File: src/hdl/dws_ram.sv
// Generic single-write, single-read synchronous RAM with a registered read port.
// No dependencies.
module dws_ram #(
   parameter int WIDTH = 8,
   parameter int DEPTH = 64
) (
   input  logic                             clock,
   input  logic                             we,
   input  logic [$clog2(DEPTH > 1 ? DEPTH : 2)-1:0] waddr,
   input  logic [WIDTH-1:0]                 wdata,
   input  logic [$clog2(DEPTH > 1 ? DEPTH : 2)-1:0] raddr,
   output logic [WIDTH-1:0]                 rdata
);
   logic [WIDTH-1:0] mem [DEPTH];

   // Write port and registered read port.
   always_ff @(posedge clock) begin
      if (we) begin
         mem[waddr] <= wdata;
      end
      rdata <= mem[raddr];
   end
endmodule
File: config.mk
export PLATFORM = sky130hd
export DESIGN_NAME = dws_ram
export DESIGN_NICKNAME = d
export VERILOG_FILES = /design/src/hdl/dws_ram.sv
export SDC_FILE = /design/constraint.sdc
export NUM_CORES = 1
export LEC_CHECK = 0
export BUFFER_PORTS_ARGS = -buffer_cell sky130_fd_sc_hd__buf_2
export CAP_MARGIN = 20
export CORE_UTILIZATION = 56
export DETAILED_ROUTE_END_ITERATION = 10
export PLACE_DENSITY = 0.75
export SLEW_MARGIN = 20
export SYNTH_ARGS = -nofsm -noshare
export SYNTH_HDL_FRONTEND = slang
export SYNTH_SLANG_ARGS = --single-unit
File: constraint.sdc
create_clock -name clock -period 1.8 [get_ports clock]
set_input_delay 0.09 -clock clock [delete_from_list [all_inputs] [get_ports clock]]
set_output_delay 0.09 -clock clock [all_outputs]
set_load 0.1 [all_outputs]
# After elaboration in Yosys (flattened, before gate mapping)
# Memories as Yosys holds them, arrays and structs flattened. A register that Yosys moved wholly into a read port is not among the register bits.
# Index checks and enable logic that the tools add are counted.
# op_classes
muxes	2
# ops
op	count
1-bit two-way mux	2
# word_totals
regBits	0
mem_bits_rw	512
input_bits	22
out_inout_bits	8
elab_cells	3
memories	1
# mem_list
memory	words	word_bits	read_ports	rd_ports_with_merged_regs	wr	line	source
mem	64	8	1	1	1	14	logic [WIDTH-1:0] mem [DEPTH];

# Longest topological paths before layout
# Gate-level depths: netlist of run 1.
# logic_depth
word_depth	2
mapped_depth	9
mapped_depth_nobuf	5

# Worst setup path after synthesis of run 1
# Ideal clock, no wire load.
# synth_timing
path_type	input port to flip-flop
start	in raddr[1] (netlist bit)
end	reg rdata[3], read port of mem
setup_ns	0.128
t_arrival_ns	1.630
required_time_ns	1.672
setup_slack_ns	0.042
cell_stages	7
n_path_buf	3
cell_sequence	buf_4 buf_2 buf_2 mux4_2 mux4_2 o21ai_1 o41ai_1
# synth_rtl
item	line	source
start, declared	11	input logic [$clog2(DEPTH > 1 ? DEPTH : 2)-1:0] raddr,
end, declared	12	output logic [WIDTH-1:0] rdata

==> impl_metrics.env, run 1 <==
export IMPL_grt_pass1_vias=10272
export IMPL_area_growth_pct=17.4
export IMPL_fp_dieArea_um2=36800
export IMPL_dr_pass1_iters=5
export IMPL_ys_types=40
export IMPL_yosysWarnings=0
export IMPL_finClkSkew_ns=0.00948
export IMPL_outcome="finished with violations"
export IMPL_io_pins=30
export IMPL_cts_buffers=48
export IMPL_clk_pin_slew_ns=0.06
export IMPL_drive_gt1_share_pct=35.3
export IMPL_hold_viol=0
export IMPL_fmax_mhz=532
export IMPL_worst_pin_slew_ns=0.881
export IMPL_cts_sinks=520
export IMPL_rsz0062_at_grt="yes"
export IMPL_overflow=0
export IMPL_antenna_left=0
export IMPL_p_leak_nw=7.76
export IMPL_synth_largest_area_cell="edfxtp_1"
export IMPL_routed_wl_um=43900
export IMPL_drc=0
export IMPL_relSlewSlack_pct=41.3
export IMPL_synthTopCellsByCount="512 x edfxtp_1, 126 x mux4_2, 83 x nor2_1, 23 x mux2i_1, 19 x nand2_1"
export IMPL_crit_fanout=1
export IMPL_antenna_found_initial=3
export IMPL_drv_cap=0
export IMPL_setup_viol=3
export IMPL_netlist_area_um2=20200
export IMPL_yosys_most_used_dff="edfxtp_1"
export IMPL_period_needed_ns=1.88
export IMPL_h_tree_depth=2
export IMPL_synth_edf_count=512
export IMPL_postCtsSetupRepairBufs=0
export IMPL_finalCritPeriodShare_pct=104
export IMPL_ys_seq_area_share_pct=77.0
export IMPL_synth_most_common_cell="edfxtp_1"
export IMPL_place_area_um2=21900
export IMPL_utilization_pct=66.7
export IMPL_synthCells=940
export IMPL_gp_congestion=0.846
export IMPL_synthTopCellsByArea="edfxtp_1 76%, mux4_2 14%, nor2_1 1.5%"
export IMPL_syn_avg_cell_area_um2=21.5
export IMPL_vdd_drop_max_mv=0.911
export IMPL_row_count=69
export IMPL_hold_class="in -> reg"
export IMPL_grt_max_degree=65
export IMPL_clock_latency_ns=0.56
export IMPL_track_usage_pct=24.7
export IMPL_finalInstanceArea_um2=23700
export IMPL_dieWidth_um=192
export IMPL_slew_viol_final=0
export IMPL_required_ns=2.24
export IMPL_ys_async_sr_fraction_pct=0
export IMPL_violations="setup timing"
export IMPL_yosys_register_bits=520
export IMPL_vias=10059
export IMPL_drtIter0Drc=941
export IMPL_worst_ep_arrival_time_ns=2.32
export IMPL_wl_per_cell_um=26.9
export IMPL_grt_pass1_wl_um=64700
export IMPL_dpl_hpwl_um=27800
export IMPL_synth_nets=962
export IMPL_port_buffers=29
export IMPL_critPathCaptureType="flip-flop"
export IMPL_power_density_nw_per_um2=1070
export IMPL_via_per_inst=6.17
export IMPL_die_y_um=192
export IMPL_clock_root_buffer="clkbuf_16"
export IMPL_setup_ws_ns=-0.0799
export IMPL_coreArea_um2=35500
export IMPL_clock_path_buffers=3
export IMPL_crit_type="reg -> reg"
export IMPL_nNetsFinal=1151
export IMPL_synth_top_cell_area_share_pct=76.2
export IMPL_cts_tree="built"
export IMPL_num_fill_cells=2184
export IMPL_crit_path_start_kind="flip-flop"
export IMPL_start_util_pct=56.8
metrics by stage:
stage	hold WS [ns]	setup TNS, ns	total power [mW]	instances	setup WS [ns]
finish	0.0299	-0.168	25.2	1629	-0.0799
global route	0.0289	-0.332	25.9	1628	-0.113
CTS	-0.0684	-0.261	25.4	1624	-0.121
detailed placement	0.522	-2.68	15.2	1536	-0.532
global placement	0.509	-2.52	15.2	1536	-0.509
floorplan	0.189	0	14.6	940	0.0423
power by group:
group / internal (mW) / switching, mW / total [mW]
Clock: 5.98 / 4.23 / 10.2
Sequential: 13.4 / 0.0480 / 13.4
Combinational: 0.610 / 0.965 / 1.57
Total: 20.0 / 5.25 / 25.2
cells in the final DEF, fill, tap and decap left out, drive strengths merged, types with 13 or more instances in the layout:
cell,count
clkbuf,62
nand2,19
nor2b,14
nand3,13
edfxtp,512
mux2i,23
nor2,83
buf,185
mux2,13
mux4,126
clkinv,17
worst paths after layout:
kind,startpoint,endpoint,slack (ns),cells past startpoint
setup reg to reg,mem[20][4],rdata[4],-0.08,5
hold reg to reg,mem[30][6],rdata[6],0.85,3
hold / removal,wdata[6],mem[62][6],0.03,2
setup / recovery,mem[20][4],rdata[4],-0.08,5
layout make-up:
| class | count | area [um^2] | share of cell area, % |
|---|---|---|---|
| repair buffers | 190 | 1540 | 6.50 |
| flip-flops and latches | 520 | 15500 | 65.6 |
| clock inverters | 26 | 288 | 1.22 |
| diodes | 2 | 5.00 | 0.0211 |
| well taps | 461 | 577 | 2.44 |
| clock buffers | 61 | 1300 | 5.50 |
| multi-input cells | 369 | 4430 | 18.7 |
worst max-delay path, cell delays in order, from the launching register on:
cell      delay, ns
edfxtp_1       0.38
mux4_2         0.48
mux2_4         0.30
o221a_4        0.27
nor3_4         0.25
o32ai_2        0.10
per-layer routing:
| layer | part of all wire [%] | track usage [%] |
|---|---|---|
| met1 | 41 | 34.4 |
| met2 | 48 | 38.8 |
| met3 | 7.9 | 5.46 |
| met4 | 3.2 | 9.22 |
| met5 | 0.030 | 0 |
timing repair:
action | in CTS | in global routing
pin swaps | 4 | 5
hold buffers | 1 | 3
endpoints found under the hold margin | 24 | 3
setup endpoints to repair | 8 | 7
resized for setup | 15 | 10
cell families after synthesis:
| kind of cell | Yosys count | share of synthesized area (%) |
|---|---|---|
| and+or+nand+nor | 153 | 3.39 |
| buffers and inverters | 51 | 1.57 |
| muxes | 162 | 15.9 |
| DFF | 520 | 77.0 |
| AOI/OAI and AO/OA | 54 | 2.07 |
flip-flops by register name (all words and copies together), names as in the netlist:
register / flops
rdata: 8
mem: 512
No activity file was read; power rests on OpenSTA's default activity.
==> run 2, diff against run 1 <==
--- a/config.mk
+++ b/config.mk
@@ -7,9 +7,11 @@
 export LEC_CHECK = 0
 export BUFFER_PORTS_ARGS = -buffer_cell sky130_fd_sc_hd__buf_2
 export CAP_MARGIN = 20
-export CORE_UTILIZATION = 56
+export CORE_UTILIZATION = 65
+export CTS_BUF_LIST = sky130_fd_sc_hd__clkbuf_8
 export DETAILED_ROUTE_END_ITERATION = 10
-export PLACE_DENSITY = 0.75
+export GPL_TIMING_DRIVEN = 0
+export PLACE_DENSITY = 0.82
 export SLEW_MARGIN = 20
 export SYNTH_ARGS = -nofsm -noshare
 export SYNTH_HDL_FRONTEND = slang
==> constraint.sdc (replaced) <==
create_clock -name clock -period 1.9 [get_ports clock]
set_input_delay 0.095 -clock clock [delete_from_list [all_inputs] [get_ports clock]]
set_output_delay 0.095 -clock clock [all_outputs]
set_load 0.1 [all_outputs]
==> impl_metrics.env, run 2 (synthesis results as in run 1) <==
export IMPL_finClkSkew_ns=0.0371
export IMPL_layout_commonest_cell="edfxtp_1"
export IMPL_vias=10378
export IMPL_port_buffers=21
export IMPL_drtIter0Drc=1652
export IMPL_clock_path_buffers=3
export IMPL_crit_fanout=1
export IMPL_worst_ep_arrival_time_ns=2.48
export IMPL_grt_pass1_vias=10369
export IMPL_die_y_um=178
export IMPL_outcome="finished with violations"
export IMPL_hold_class="in -> reg"
export IMPL_required_ns=2.35
export IMPL_wl_per_cell_um=32.0
export IMPL_rsz0062_at_grt="yes"
export IMPL_nNetsFinal=1060
export IMPL_area_growth_pct=10.4
export IMPL_row_count=64
export IMPL_antenna_found_initial=1
export IMPL_dpl_hpwl_um=29300
export IMPL_via_per_inst=6.96
export IMPL_reg_top3="mem: 512 flops, rdata: 8 flops"
export IMPL_worst_pin_slew_ns=0.968
export IMPL_overflow=0
export IMPL_dr_pass1_iters=7
export IMPL_postCtsSetupRepairBufs=0
export IMPL_drv_cap=0
export IMPL_period_needed_ns=2.03
export IMPL_h_tree_depth=3
export IMPL_top_register="mem"
export IMPL_layout_common_cells="512 x edfxtp_1, 126 x mux4_2, 81 x nor2_1"
export IMPL_final_cells=1492
export IMPL_setup_viol=6
export IMPL_num_antenna_cells=0
export IMPL_p_leak_nw=7.06
export IMPL_vdd_drop_max_mv=0.645
export IMPL_clk_pin_slew_ns=0.06
export IMPL_grt_pass1_wl_um=68800
export IMPL_coreArea_um2=30600
export IMPL_fp_dieArea_um2=31700
export IMPL_finalCritPeriodShare_pct=107
export IMPL_crit_path_start_kind="flip-flop"
export IMPL_track_usage_pct=31.6
export IMPL_clock_latency_ns=0.62
export IMPL_cts_sinks=520
export IMPL_num_fill_cells=1702
export IMPL_clock_root_buffer="clkbuf_8"
export IMPL_place_inst=1357
export IMPL_cts_buffers=75
export IMPL_hold_viol=0
export IMPL_io_pins=30
export IMPL_dieWidth_um=178
export IMPL_relSlewSlack_pct=35.2
export IMPL_critPathCaptureType="flip-flop"
export IMPL_fmax_mhz=493
export IMPL_setup_ws_ns=-0.129
export IMPL_cts_tree="built"
export IMPL_gp_congestion=0.907
export IMPL_grt_max_degree=65
export IMPL_slew_viol_final=0
export IMPL_post_place_ws_ns=-0.966
export IMPL_fin_tns_setup_ns=-0.493
export IMPL_design_power_total_mw=22.3
export IMPL_start_util_pct=65.9
export IMPL_drive_gt1_share_pct=27.6
export IMPL_drc=0
export IMPL_violations="setup timing"
export IMPL_largest_reg_flops=512
export IMPL_crit_type="reg -> reg"
export IMPL_antenna_left=0
export IMPL_routed_wl_um=47700
export IMPL_power_density_nw_per_um2=1000
run 2: changes by cell type in the layout (fill, tap and decap cells not counted), moves of 4 or more:
cell and delta:
clkbuf_8 +74, buf_12 -10, inv_1 +26, clkbuf_16 -49, clkbuf_1 +6, inv_6 +4
buf_4 -126, clkinv_1 +12, bufinv_16 -5
run 2: repair_timing:
item | in CTS | in global routing
hold endpoints to repair | 3 | 0
pin swaps | 2 | 2
endpoints found under the setup margin | 7 | 8
hold buffers | 1 | 0
gates resized for setup | 23 | 9
run 2: worst max-delay path, stage by stage (launching register included):
cell       delay, ns
edfxtp_1        0.37
mux4_2          0.49
nor2b_1         0.15
a2111oi_1       0.64
o41ai_2         0.21
run 2: metal layers:
| layer | share of wire [%] | GRT usage [%] |
|---|---|---|
| met1 | 37 | 45.2 |
| met2 | 47 | 47.2 |
| met3 | 13 | 8.16 |
| met4 | 4.0 | 12.9 |
| met5 | 0 | 0 |
run 2: cell type report:
type	count	area, um^2	share of cell area [%]
flip-flops and latches	520	15500	69.8
multi-input cells	369	4440	19.9
repair buffers	22	135	0.607
clock inverters	57	270	1.21
plain buffers	50	324	1.46
well taps	396	495	2.22
clock buffers	78	1070	4.82
run 2: path summary, 6_finish.rpt:
path / slack, ns / depth (start not counted) / start / endpoint
min reg2reg: 0.97 / 4 / mem[34][0] / rdata[0]
min: 0.04 / 1 / wdata[2] / mem[21][2]
max reg2reg: -0.13 / 4 / mem[0][3] / rdata[3]
max: -0.13 / 4 / mem[0][3] / rdata[3]
run 2: power by group:
group          switching (mW)  internal (mW)  leakage (nW)
logic                   0.993          0.471          1.59
clock network            4.16           3.97         0.791
registers              0.0249           12.7          4.67
run 2: stage by stage:
stage	utilization (%)	hold slack, ns	area, um^2
floorplan	-	0.194	20200
global placement	67.9	0.500	20800
detailed placement	67.9	0.504	20800
CTS	72.7	0.124	22200
global route	72.8	0.0522	22300
finish	72.8	0.0409	22300
